[config.mk]
export PLATFORM = sky130hd
export DESIGN_NAME = expression_char_tokenizer
export DESIGN_NICKNAME = d
export VERILOG_FILES = /design/src/rtl/core/ect_pkg.sv /design/src/rtl/core/ect_front.sv /design/src/rtl/core/ect_queue.sv /design/src/rtl/core/ect_back.sv /design/src/rtl/core/expression_char_tokenizer.sv
export SDC_FILE = /design/constraint.sdc
export NUM_CORES = 1
export LEC_CHECK = 0
export BUFFER_PORTS_ARGS = -buffer_cell sky130_fd_sc_hd__buf_4
export CAP_MARGIN = 20
export CORE_ASPECT_RATIO = 0.75
export CORE_MARGIN = 3
export CORE_UTILIZATION = 45
export CTS_BUF_LIST = sky130_fd_sc_hd__clkbuf_16
export DETAILED_ROUTE_END_ITERATION = 10
export PLACE_DENSITY = 0.63
export SETUP_SLACK_MARGIN = 0.2
export SLEW_MARGIN = 30
export SYNTH_ARGS = -nofsm -noshare
export SYNTH_HDL_FRONTEND = slang
export SYNTH_SLANG_ARGS = --single-unit
[constraint.sdc]
create_clock -name clk -period 4.15 [get_ports clk]
set_clock_uncertainty 0.1 [all_clocks]
set_input_delay 0.83 -clock clk [delete_from_list [all_inputs] [get_ports clk]]
set_output_delay 0.83 -clock clk [all_outputs]
set_load 0.01 [all_outputs]
[src/rtl/core/ect_pkg.sv]
// ============================================================================
// ect_pkg: shared types and constants of the expression character tokenizer
// Token kinds, keyword progress codes, the token and bundle records that
// travel from the front end through the queue to the back end, and the
// character classification helpers.
// ============================================================================
`default_nettype none

package ect_pkg;

    localparam int CHAR_W      = 8;
    localparam int KIND_W      = 4;
    localparam int START_W     = 12;
    localparam int LEN_W       = 13;
    localparam int SLOTS       = 3;
    localparam int QUEUE_DEPTH = 4;
    localparam int KW_W        = 4;

    typedef enum logic [KIND_W-1:0] {
        KIND_ID      = 4'd0,
        KIND_INT     = 4'd1,
        KIND_FLOAT   = 4'd2,
        KIND_TRUE    = 4'd3,
        KIND_FALSE   = 4'd4,
        KIND_PLUS    = 4'd5,
        KIND_MINUS   = 4'd6,
        KIND_MUL     = 4'd7,
        KIND_DIV     = 4'd8,
        KIND_ASSIGN  = 4'd9,
        KIND_LPAREN  = 4'd10,
        KIND_RPAREN  = 4'd11,
        KIND_END     = 4'd12,
        KIND_INVALID = 4'd13
    } kind_t;

    // Keyword progress: how much of "true" or "false" has been matched so far.
    localparam logic [KW_W-1:0] KW_NONE  = 4'd0;
    localparam logic [KW_W-1:0] KW_T1    = 4'd1;
    localparam logic [KW_W-1:0] KW_T2    = 4'd2;
    localparam logic [KW_W-1:0] KW_T3    = 4'd3;
    localparam logic [KW_W-1:0] KW_TRUE  = 4'd4;
    localparam logic [KW_W-1:0] KW_F1    = 4'd5;
    localparam logic [KW_W-1:0] KW_F2    = 4'd6;
    localparam logic [KW_W-1:0] KW_F3    = 4'd7;
    localparam logic [KW_W-1:0] KW_F4    = 4'd8;
    localparam logic [KW_W-1:0] KW_FALSE = 4'd9;

    typedef struct packed {
        kind_t                kind;
        logic [START_W-1:0]   start;
        logic [LEN_W-1:0]     length;
        logic [CHAR_W-1:0]    bad;
    } token_t;

    // Up to three tokens caused by one character, emitted lowest slot first.
    typedef struct packed {
        logic [SLOTS-1:0]     valid;
        token_t [SLOTS-1:0]   slot;
    } bundle_t;

    function automatic logic is_letter(input logic [CHAR_W-1:0] c);
        return c inside {["a":"z"], ["A":"Z"]};
    endfunction

    function automatic logic is_digit(input logic [CHAR_W-1:0] c);
        return c inside {["0":"9"]};
    endfunction

    function automatic logic is_space(input logic [CHAR_W-1:0] c);
        return c inside {[8'd9:8'd13], " "};
    endfunction

    function automatic kind_t operator_kind(input logic [CHAR_W-1:0] c);
        kind_t k;
        case (c)
            "+":     k = KIND_PLUS;
            "-":     k = KIND_MINUS;
            "*":     k = KIND_MUL;
            "/":     k = KIND_DIV;
            "=":     k = KIND_ASSIGN;
            "(":     k = KIND_LPAREN;
            ")":     k = KIND_RPAREN;
            default: k = KIND_INVALID;
        endcase
        return k;
    endfunction

    function automatic logic [KW_W-1:0] keyword_next(input logic [KW_W-1:0] p,
                                                      input logic [CHAR_W-1:0] c);
        logic [CHAR_W-1:0] want;
        logic              open;
        open = 1'b1;
        want = '0;
        case (p)
            KW_T1:   want = "r";
            KW_T2:   want = "u";
            KW_T3:   want = "e";
            KW_F1:   want = "a";
            KW_F2:   want = "l";
            KW_F3:   want = "s";
            KW_F4:   want = "e";
            default: open = 1'b0;
        endcase
        return (open && c == want) ? p + KW_W'(1) : KW_NONE;
    endfunction

    function automatic kind_t run_kind(input logic is_num, input logic is_float,
                                       input logic [KW_W-1:0] kw);
        kind_t k;
        if (is_num)
            k = is_float ? KIND_FLOAT : KIND_INT;
        else if (kw == KW_TRUE)
            k = KIND_TRUE;
        else if (kw == KW_FALSE)
            k = KIND_FALSE;
        else
            k = KIND_ID;
        return k;
    endfunction

endpackage

`default_nettype wire

[src/rtl/core/ect_front.sv]
// ============================================================================
// ect_front: character classifier and run tracker
// Holds the open run, keyword progress and position, and turns each
// accepted character into a bundle of up to three tokens.
// ============================================================================
`default_nettype none

module ect_front #(
    parameter int MAX_LINE = 4096
) (
    input  wire logic                        clk,
    input  wire logic                        rst_n,
    input  wire logic                        accept,
    input  wire logic [ect_pkg::CHAR_W-1:0]  character,
    input  wire logic                        end_of_input,
    output logic                             push,
    output ect_pkg::bundle_t                 bundle
);

    localparam int PW = $clog2(MAX_LINE);
    localparam int LW = $clog2(MAX_LINE + 1);

    typedef enum logic [2:0] {
        MODE_NONE = 3'b001,
        MODE_ID   = 3'b010,
        MODE_NUM  = 3'b100
    } mode_t;

    mode_t                        mode_reg, mode_next;
    logic                         float_reg, float_next;
    logic [PW-1:0]                start_reg, start_next;
    logic [LW-1:0]                len_reg, len_next;
    logic [ect_pkg::KW_W-1:0]     kw_reg, kw_next;
    logic [PW-1:0]                pos_reg, pos_next;

    logic letter, digit, dot, space, ext_id, ext_num, extend;
    ect_pkg::kind_t op_kind;

    always_comb
    begin
        letter  = ect_pkg::is_letter(character);
        digit   = ect_pkg::is_digit(character);
        space   = ect_pkg::is_space(character);
        dot     = (character == ".");
        ext_id  = (mode_reg == MODE_ID) && (letter || digit);
        ext_num = (mode_reg == MODE_NUM) && (digit || dot);
        extend  = ext_id || ext_num;
        op_kind = ect_pkg::operator_kind(character);

        mode_next  = mode_reg;
        float_next = float_reg;
        start_next = start_reg;
        len_next   = len_reg;
        kw_next    = kw_reg;
        pos_next   = (pos_reg != PW'(MAX_LINE - 1)) ? pos_reg + PW'(1) : pos_reg;
        bundle     = '0;

        // The run closed by this character goes out first.
        bundle.valid[0]        = !extend && (mode_reg != MODE_NONE);
        bundle.slot[0].kind    = ect_pkg::run_kind(mode_reg == MODE_NUM, float_reg, kw_reg);
        bundle.slot[0].start   = ect_pkg::START_W'(start_reg);
        bundle.slot[0].length  = ect_pkg::LEN_W'(len_reg);

        if (extend)
        begin
            if (ext_id)
                kw_next = ect_pkg::keyword_next(kw_reg, character);
            if (ext_num && dot)
                float_next = 1'b1;
            if (len_reg != LW'(MAX_LINE))
                len_next = len_reg + LW'(1);
        end
        else
        begin
            mode_next = MODE_NONE;
            if (letter || digit)
            begin
                mode_next  = letter ? MODE_ID : MODE_NUM;
                float_next = 1'b0;
                start_next = pos_reg;
                len_next   = LW'(1);
                kw_next    = (character == "t") ? ect_pkg::KW_T1 :
                             (character == "f") ? ect_pkg::KW_F1 : ect_pkg::KW_NONE;
            end
            else if (!space)
            begin
                bundle.valid[1]       = 1'b1;
                bundle.slot[1].kind   = op_kind;
                bundle.slot[1].start  = ect_pkg::START_W'(pos_reg);
                bundle.slot[1].length = ect_pkg::LEN_W'(1);
                bundle.slot[1].bad    = (op_kind == ect_pkg::KIND_INVALID) ? character : '0;
            end
        end

        if (end_of_input)
        begin
            // A run still open at end of line cannot share a step with an
            // operator token, so it reuses the middle slot.
            if (mode_next != MODE_NONE)
            begin
                bundle.valid[1]       = 1'b1;
                bundle.slot[1].kind   = ect_pkg::run_kind(mode_next == MODE_NUM,
                                                          float_next, kw_next);
                bundle.slot[1].start  = ect_pkg::START_W'(start_next);
                bundle.slot[1].length = ect_pkg::LEN_W'(len_next);
                bundle.slot[1].bad    = '0;
            end
            bundle.valid[2]       = 1'b1;
            bundle.slot[2].kind   = ect_pkg::KIND_END;
            bundle.slot[2].start  = ect_pkg::START_W'(pos_next);
            mode_next  = MODE_NONE;
            float_next = 1'b0;
            start_next = '0;
            len_next   = '0;
            kw_next    = ect_pkg::KW_NONE;
            pos_next   = '0;
        end

        push = accept && (bundle.valid != '0);
    end

    always_ff @(posedge clk or negedge rst_n)
    begin
        if (!rst_n)
        begin
            mode_reg  <= MODE_NONE;
            float_reg <= 1'b0;
            start_reg <= '0;
            len_reg   <= '0;
            kw_reg    <= ect_pkg::KW_NONE;
            pos_reg   <= '0;
        end
        else if (accept)
        begin
            mode_reg  <= mode_next;
            float_reg <= float_next;
            start_reg <= start_next;
            len_reg   <= len_next;
            kw_reg    <= kw_next;
            pos_reg   <= pos_next;
        end
    end

    a_eol_restarts: assert property (@(posedge clk) disable iff (!rst_n)
        accept && end_of_input |=> pos_reg == '0 && mode_reg == MODE_NONE)
        else $error("line did not restart after end of input");

    a_end_last_slot: assert property (@(posedge clk) disable iff (!rst_n)
        push |-> (bundle.valid[2] == end_of_input))
        else $error("end token slot does not follow end of input");

endmodule

`default_nettype wire

[src/rtl/core/ect_queue.sv]
// ============================================================================
// ect_queue: bundle queue between front and back end
// A small register queue that lets the front end run ahead of a stalled
// output while the back end drains earlier bundles.
// ============================================================================
`default_nettype none

module ect_queue (
    input  wire logic              clk,
    input  wire logic              rst_n,
    input  wire logic              push,
    input  wire ect_pkg::bundle_t  push_data,
    output logic                   full,
    input  wire logic              pop,
    output ect_pkg::bundle_t       pop_data,
    output logic                   empty
);

    localparam int AW = $clog2(ect_pkg::QUEUE_DEPTH);
    localparam int CW = $clog2(ect_pkg::QUEUE_DEPTH + 1);

    ect_pkg::bundle_t  entry_reg [ect_pkg::QUEUE_DEPTH];
    logic [AW-1:0]     wr_ptr_reg, wr_ptr_next;
    logic [AW-1:0]     rd_ptr_reg, rd_ptr_next;
    logic [CW-1:0]     count_reg, count_next;

    assign full     = (count_reg == CW'(ect_pkg::QUEUE_DEPTH));
    assign empty    = (count_reg == '0);
    assign pop_data = entry_reg[rd_ptr_reg];

    always_comb
    begin
        wr_ptr_next = push ? wr_ptr_reg + AW'(1) : wr_ptr_reg;
        rd_ptr_next = pop  ? rd_ptr_reg + AW'(1) : rd_ptr_reg;
        count_next  = count_reg + CW'(push) - CW'(pop);
    end

    always_ff @(posedge clk or negedge rst_n)
    begin
        if (!rst_n)
        begin
            wr_ptr_reg <= '0;
            rd_ptr_reg <= '0;
            count_reg  <= '0;
        end
        else
        begin
            wr_ptr_reg <= wr_ptr_next;
            rd_ptr_reg <= rd_ptr_next;
            count_reg  <= count_next;
        end
    end

    always_ff @(posedge clk)
    begin
        if (push)
            entry_reg[wr_ptr_reg] <= push_data;
    end

    a_no_overflow: assert property (@(posedge clk) disable iff (!rst_n)
        !(push && full))
        else $error("push into a full queue");

    a_no_underflow: assert property (@(posedge clk) disable iff (!rst_n)
        !(pop && empty))
        else $error("pop from an empty queue");

endmodule

`default_nettype wire

[src/rtl/core/ect_back.sv]
// ============================================================================
// ect_back: token serializer
// Holds one bundle and presents its tokens one per transaction, marking the
// final one, and fetches the next bundle as the current one drains.
// ============================================================================
`default_nettype none

module ect_back (
    input  wire logic              clk,
    input  wire logic              rst_n,
    input  wire logic              q_empty,
    input  wire ect_pkg::bundle_t  q_data,
    output logic                   q_pop,
    output logic                   out_valid,
    input  wire logic              out_ready,
    output ect_pkg::token_t        tok,
    output logic                   tok_last
);

    ect_pkg::bundle_t              bundle_reg;
    logic [ect_pkg::SLOTS-1:0]     mask_reg, mask_next;
    logic [ect_pkg::SLOTS-1:0]     pick, rest;
    logic                          taken;

    always_comb
    begin
        pick      = mask_reg & (~mask_reg + ect_pkg::SLOTS'(1));
        rest      = mask_reg & ~pick;
        out_valid = (mask_reg != '0);
        tok_last  = (rest == '0);
        taken     = out_valid && out_ready;
        tok       = bundle_reg.slot[2];
        if (pick[0])
            tok = bundle_reg.slot[0];
        else if (pick[1])
            tok = bundle_reg.slot[1];

        q_pop     = !q_empty && (!out_valid || (taken && tok_last));
        mask_next = mask_reg;
        if (q_pop)
            mask_next = q_data.valid;
        else if (taken)
            mask_next = rest;
    end

    always_ff @(posedge clk or negedge rst_n)
    begin
        if (!rst_n)
            mask_reg <= '0;
        else
            mask_reg <= mask_next;
    end

    always_ff @(posedge clk)
    begin
        if (q_pop)
            bundle_reg <= q_data;
    end

    a_end_slot_kind: assert property (@(posedge clk) disable iff (!rst_n)
        mask_reg[2] |-> bundle_reg.slot[2].kind == ect_pkg::KIND_END)
        else $error("last slot holds something other than an end token");

    a_end_is_last: assert property (@(posedge clk) disable iff (!rst_n)
        out_valid && tok.kind == ect_pkg::KIND_END |-> tok_last)
        else $error("end token not marked as last");

endmodule

`default_nettype wire

[src/rtl/core/expression_char_tokenizer.sv]
// ============================================================================
// expression_char_tokenizer: byte stream to token stream
// Cuts expression text into identifier, keyword, number, operator, invalid
// and end tokens, each reported as kind, start offset and length.
// ============================================================================
// Usage: the input channel (in_valid/in_ready) takes one byte of text per
// transaction together with end_of_input, which marks the last byte of a
// line. The output channel (out_valid/out_ready) gives one token per
// transaction; last is set on the final token caused by an input byte.
// A byte causes zero to three tokens: the run it closes, its own operator
// or invalid token, and at end of line the open run and an END token.
// Each token's bundle is registered in the queue, then in the back end,
// before the token appears. Throughput: one byte per cycle in while the
// queue is not full, one token per cycle out while out_ready is high. The
// front end classifies bytes and writes each nonempty token bundle into a
// four-entry queue; the back end drains one token a cycle when out_ready is
// high. The input stalls only when that queue is full, so a slow receiver
// holds back the input once four bundles wait behind the one being drained.
// Reset clears the open run and the position counter; the first byte after
// reset, like the first after an end of line, sits at offset zero.
// Position and length saturate at MAX_LINE-1 and MAX_LINE.
// ============================================================================
`default_nettype none

module expression_char_tokenizer #(
    parameter int MAX_LINE = 4096
) (
    input  wire logic                          clk,
    input  wire logic                          rst_n,
    input  wire logic                          in_valid,
    output logic                               in_ready,
    input  wire logic [ect_pkg::CHAR_W-1:0]    character,
    input  wire logic                          end_of_input,
    output logic                               out_valid,
    input  wire logic                          out_ready,
    output logic [ect_pkg::KIND_W-1:0]         kind,
    output logic [ect_pkg::START_W-1:0]        start_position,
    output logic [ect_pkg::LEN_W-1:0]          token_length,
    output logic [ect_pkg::CHAR_W-1:0]         bad_character,
    output logic                               last
);

    logic              accept;
    logic              push, full, pop, empty;
    ect_pkg::bundle_t  front_bundle, head_bundle;
    ect_pkg::token_t   tok;

    // A byte is taken whenever the queue has room for its bundle.
    assign in_ready = !full;
    assign accept   = in_valid && in_ready;

    ect_front #(
        .MAX_LINE (MAX_LINE)
    ) u_front (
        .clk          (clk),
        .rst_n        (rst_n),
        .accept       (accept),
        .character    (character),
        .end_of_input (end_of_input),
        .push         (push),
        .bundle       (front_bundle)
    );

    ect_queue u_queue (
        .clk       (clk),
        .rst_n     (rst_n),
        .push      (push),
        .push_data (front_bundle),
        .full      (full),
        .pop       (pop),
        .pop_data  (head_bundle),
        .empty     (empty)
    );

    ect_back u_back (
        .clk       (clk),
        .rst_n     (rst_n),
        .q_empty   (empty),
        .q_data    (head_bundle),
        .q_pop     (pop),
        .out_valid (out_valid),
        .out_ready (out_ready),
        .tok       (tok),
        .tok_last  (last)
    );

    // Token fields map straight onto the output ports.
    assign kind           = tok.kind;
    assign start_position = tok.start;
    assign token_length   = tok.length;
    assign bad_character  = tok.bad;

endmodule

`default_nettype wire
== Yosys cells after proc, flatten, opt, wreduce, memory -nomap -nowiden ==
Memories as Yosys holds them, arrays and structs flattened.
Cells that the tools add are included.

* $add $sub $neg: 8
* Magnitude comparators: 8
* Equality and inequality tests: 32
* Multiplexer cells: 57
* Bitwise logic cells: 4
* Reductions and logical operators: 31

{| class="wikitable"
|+ Operator list
! cell !! number
|-
| two-way mux 37 bit || 7
|-
| equality test 8 x 6 -> 1 bit, second input constant || 9
|-
| two-way mux 12 bit || 5
|-
| two-way mux 13 bit || 4
|-
| one-hot mux 7 bit (6 select lines) || 1
|-
| two-way mux 4 bit || 10
|-
| one-hot mux 4 bit (7 select lines) || 1
|-
| two-way mux 3 bit || 9
|-
| two-way mux 8 bit || 3
|-
| equality test 4 x 3 -> 1 bit, second input constant || 5
|-
| equality test 4 bit, second input constant || 4
|-
| equality test 8 x 7 -> 1 bit, second input constant || 2
|-
| greater-or-equal comparator 8 x 7 -> 1 bit, second input constant || 2
|-
| <= comparator 8 x 7 -> 1 bit, second input constant || 2
|-
| two-way mux 16 bit || 1
|-
| logical AND 1 bit || 14
|-
| adder 13 x 1 -> 13 bit, second input constant || 1
|-
| two-way mux 1 bit || 13
|-
| != test 13 bit, second input constant || 1
|-
| adder 12 x 1 -> 12 bit, second input constant || 1
|-
| != test 12 bit, second input constant || 1
|-
| equality test 3 bit, second input constant || 3
|-
| equality test 4 x 2 -> 1 bit, second input constant || 2
|-
| equality test 8 bit || 1
|-
| other kinds (22) || 38
|}

* Bits in registers: 166
* RAM bits: 340
* Output and inout port bits: 40
* Word-level logic and storage cells: 163
* Memories kept: 1

{| class="wikitable"
|+ Memories
! name !! depth !! bits a word !! read ports !! clocked after memory_dff !! wr ports !! RTL line !! RTL
|-
| u_queue.entry_reg || 4 || 85 || 1 || 0 || 1 || ect_queue.sv:22 || <nowiki>ect_pkg::bundle_t entry_reg [ect_pkg::QUEUE_DEPTH];</nowiki>
|}

== Logic depth before layout (Yosys ltp) ==
* Depth in word-level cells: 18
* Depth in mapped cells: 12
* Mapped depth without buffers: 11

== Modules after synthesis ==
Synthesis repeated with hierarchy kept, for this count alone.

* Cells, all modules: 1,405
* Area, all modules: 25,374.3 µm²

{| class="wikitable"
|+ Modules (own cells, without submodules)
! module !! instances !! cells an instance !! area an instance (µm²) !! seq. area each (µm²)
|-
| ect_queue || 1 || 630 || 16,809.9 || 13,868.3
|-
| ect_back || 1 || 259 || 4,360.4 || 3,408.3
|-
| ect_front || 1 || 514 || 4,194.0 || 1,127.3
|-
| expression_char_tokenizer || 1 || 2 || 10.0 || 0.0
|}

== Least setup slack after synthesis ==
No wires, ideal clock.

* Path kind: input port to flip-flop
* Start: in character[4] in the netlist's numbering
* End: mem u_queue.entry_reg[0][0] in the netlist's numbering (enable)
* Setup time: 447 ps
* Data arrival time: 4,132 ps
* Required time: 3,603 ps
* Setup slack: -530 ps
* Cell stages on the path: 8
* Path buffers: 1
* Cell sequence: buf_2 -> nor3_2 -> nand2_1 -> a211o_2 -> o21bai_2 -> nor2_2 -> o31a_4 -> and2_1

* Longest elaborated chain between the ends: 14
* Elaborated cells between the ends (all ways): 36
* Classes of those cells: order compare: 8; eq/ne: 3; mux: 10; reduce/logical: 15

{| class="wikitable"
|+ RTL lines
! element !! RTL line !! RTL
|-
| from (decl) || expression_char_tokenizer.sv:32 || <nowiki>input wire logic [ect_pkg::CHAR_W-1:0] character,</nowiki>
|-
| greater-or-equal comparator 8 x 7 -> 1 bit / <= comparator 8 x 7 -> 1 bit (equally long branches) || ect_pkg.sv:62 || <nowiki>return c inside {["a":"z"], ["A":"Z"]};</nowiki>
|-
| logical AND 1 bit || ect_pkg.sv:62 ||
|-
| nonzero test 2 bit || ect_pkg.sv:62 ||
|-
| logical OR 1 bit || ect_front.sv:45, ect_front.sv:76 ||
|-
| logical AND 1 bit || ect_front.sv:45 || <nowiki>ext_id = (mode_reg == MODE_ID) && (letter || digit);</nowiki>
|-
| logical OR 1 bit || ect_front.sv:47 || <nowiki>extend = ext_id || ext_num;</nowiki>
|-
| two-way mux 3 bit || ect_front.sv:64 || <nowiki>if (extend)</nowiki>
|-
| != test 3 x 1 -> 1 bit || ect_front.sv:99 || <nowiki>if (mode_next != MODE_NONE)</nowiki>
|-
| two-way mux 1 bit || ect_front.sv:99 ||
|-
| two-way mux 2 bit || ect_front.sv:95 || <nowiki>if (end_of_input)</nowiki>
|-
| nonzero test 3 bit * || ect_front.sv:119 || <nowiki>push = accept && (bundle.valid != '0);</nowiki>
|-
| logical AND 1 bit * || ect_front.sv:119 ||
|-
| net push || expression_char_tokenizer.sv:44 || <nowiki>logic push, full, pop, empty;</nowiki>
|-
| two-way mux 1 bit * || ect_queue.sv:56 || <nowiki>if (push)</nowiki>
|-
| two-way mux 1 bit (not written as such) * || ect_queue.sv:57 || <nowiki>entry_reg[wr_ptr_reg] <= push_data;</nowiki>
|-
| to (decl) || ect_queue.sv:22 ||
|}

The timed path passes the listed nets; every way through them passes the cells marked *.

==> results.toml <==
[setup_path]
crit_fanout = 7
path_delay_family = "compound AO/OA/AOI/OAI gates"
slowest_stage = "nor4_2"
cp-start-kind = "flip-flop"
path_class = "reg2reg"
slowest_delay_ns = 0.62
cp-end-kind = "flip-flop"
path_buf_inv = 1
crit_required_ns = 4.33
r2r_slack_ns = 0.81
crit_arrival_ns = 3.52
worstPathCellList = "inv_1 > ha_1 > mux2_2 > a22oi_1 > xnor2_1 > nor4_2 > o2111a_1 > nand3_1 > o21ai_0"

[synthesis]
syn-num-nets = 1156
synthSimpleGateAreaFrac_pct = 7.03
yosys_warnings = 0
synth_area_per_cell_um2 = 16.6
syn_area_um2 = 18700
yosysSeqAreaShare_pct = 71.1
synth_top_family_by_area = "multiplexers"
synth-xor-area-share_pct = 0.888
synth_cells = 1126
async_flop_share_pct = 12.1
synth_fa_ha_area_share_pct = 1.18
synth.lib_cells_used.distinct = 72
synthMuxAreaShare_pct = 10.7
synth.area.top_cells = "edfxtp_1 64%, mux4_2 9.6%, dfrtp_1 7.2%"
synth_compound_area_share_pct = 7.28
ys_seq_elements = 453
synth_edf_count = 398
synthFlopType = "edfxtp_1"
synth_top_cell_area_share_pct = 63.8
synth_top_area_cell = "edfxtp_1"

[place]
io_buffers = 52
place.gp.congestion = 0.835
dp_worst_setup_slack_ns = 0.377
place_hpwl_mm = 23.5
dp.cells = 1703

[die]
dieArea_um2 = 44100
io_pins = 53
core_area_um2 = 40900
initial_core_util_pct = 45.8
rows = 64
die_h_um = 183
die_w_um = 242

[grt]
grt_pass1_wl_mm = 61.3
grt_use_total_pct = 17.9
grt_pass1_vias = 10313
grt_max_degree = 63
antenna_found_initial = 0
grt.overflow.total = 0

[timing]
slew-limit-headroom_pct = 34.7
fmax_mhz = 299
rsz0062_at_grt = "false"
final-hold-violation-count = 0
slew_viol_final = 0
worstMarginPinSlew_ns = 0.980
finalSetupViolCount = 0
min_period_over_period_pct = 80.5
tns_ns = 0
setup_slack_ns = 0.811
finalCriticalPeriod_ns = 3.34

[hold_path]
min_path_type = "in2async"

[power]
power_density_nw_per_um2 = 674
leakagePower_nw = 7.29
peakVddDrop_v = 0.000408

[clock_tree]
cts.repair.resized = 0
clockBufferDepth = 3
clock_latency_ns = 0.55
cts_tree = "built"
numCtsBuffers = 43
post_cts_buffers = 0
clkTransAtPathRegs_ns = 0.06
cts_root_buffer = "clkbuf_16"
cts.hold.buffers_added = 0
cts_sinks = 453
cts-htree-levels = 2

[routing]
drt-total-wl_mm = 39.2
dr.pass1.iters = 5
drtIter0Drc = 827
vias = 10088
wl_per_cell_um = 22.0
drc_errors = 0
drt.antenna.violating_nets = 0
via_per_inst = 5.65

[finish]
area_delta_synth_final_pct = 13.8
nFillCells = 3342
final_common_cell = "edfxtp_1"
largest_reg_flops = 320
antennaDiodeCount = 0
layout-drive-gt1-share_pct = 21.0
final_cell_mix = "398 x edfxtp_1, 80 x mux4_2, 72 x nand2_1"
instances_no_fill = 1784
nets = 1218

[status]
status = "complete, no violations"

[run]
cap_violations = 0
[cells in the mapped netlist (9+ instances only)]
cell        n
and2_1     22
nand2_1    73
buf_1      11
buf_2      13
mux2i_1    18
nor3_1     10
dfrtp_1    54
nor2b_1    10
edfxtp_1  398
nor2_1     36
o21ai_0    58
clkbuf_1   43
o21ai_1     9
a21oi_1    41
and3_1     16
nand3_1    21
ha_1       16
inv_1      17
a22oi_1    14
xnor2_1    11
a22o_1     31
mux4_2     80
[final timing paths]
kind | from | end | cells past startpoint
max reg2reg | u_front.kw_reg[0] | u_queue.entry_reg[3][62] | 9
max | u_front.kw_reg[0] | u_queue.entry_reg[3][62] | 9
min | rst_n | u_front.len_reg[8] | 1
min in group clk | u_front.mode_reg[0] | u_front.mode_reg[0] | 2
min reg2reg | u_front.mode_reg[0] | u_front.mode_reg[0] | 2
max in group asynchronous | rst_n | u_queue.rd_ptr_reg[1] | 1
[routing by layer]
layer  vias to the layer above  global-route usage [%]  part of all wire, %
met5                         -                       0                    0
met4                         0                    4.38                  1.8
met3                        53                    2.81                  4.9
met2                       264                    28.8                   47
met1                      5187                    25.9                   46
li1                       4584                       -                    -
[cell type report]
class,count,area [um^2],area share (%)
Clock buffer,43,1080,5.05
Clock inverter,37,233,1.09
Inverter,17,63.8,0.299
Multi-Input combinational cell,589,5100,23.9
Sequential cell,453,13300,62.6
Tap cell,561,702,3.29
Timing Repair Buffer,84,806,3.78
[stage by stage]
stage                     hold slack (ns)  instance area (um^2)  util (%)  total power [W]
final                               0.249                 21300      52.1           0.0144
after global routing                0.295                 21300      52.1           0.0151
after CTS                           0.280                 21300      52.1           0.0146
after detailed placement            0.435                 20000      48.9           0.0109
after global placement              0.441                 20000      48.8           0.0108
after floorplan                     0.374                 18700         -          0.00929
[where the power goes]
group	internal [W]	switching, W
logic	0.00175	0.00205
clock network	0.00202	0.00165
registers	0.00639	0.000518
[cells by family after synthesis]
| logic type | after synthesis |
|---|---|
| fa+ha+maj | 17 |
| mux | 100 |
| compound gates | 206 |
| flops | 453 |
| simple gates | 247 |
| buf+inv | 84 |
| xor+xnor | 19 |
(Power assumes the default switching activity.)
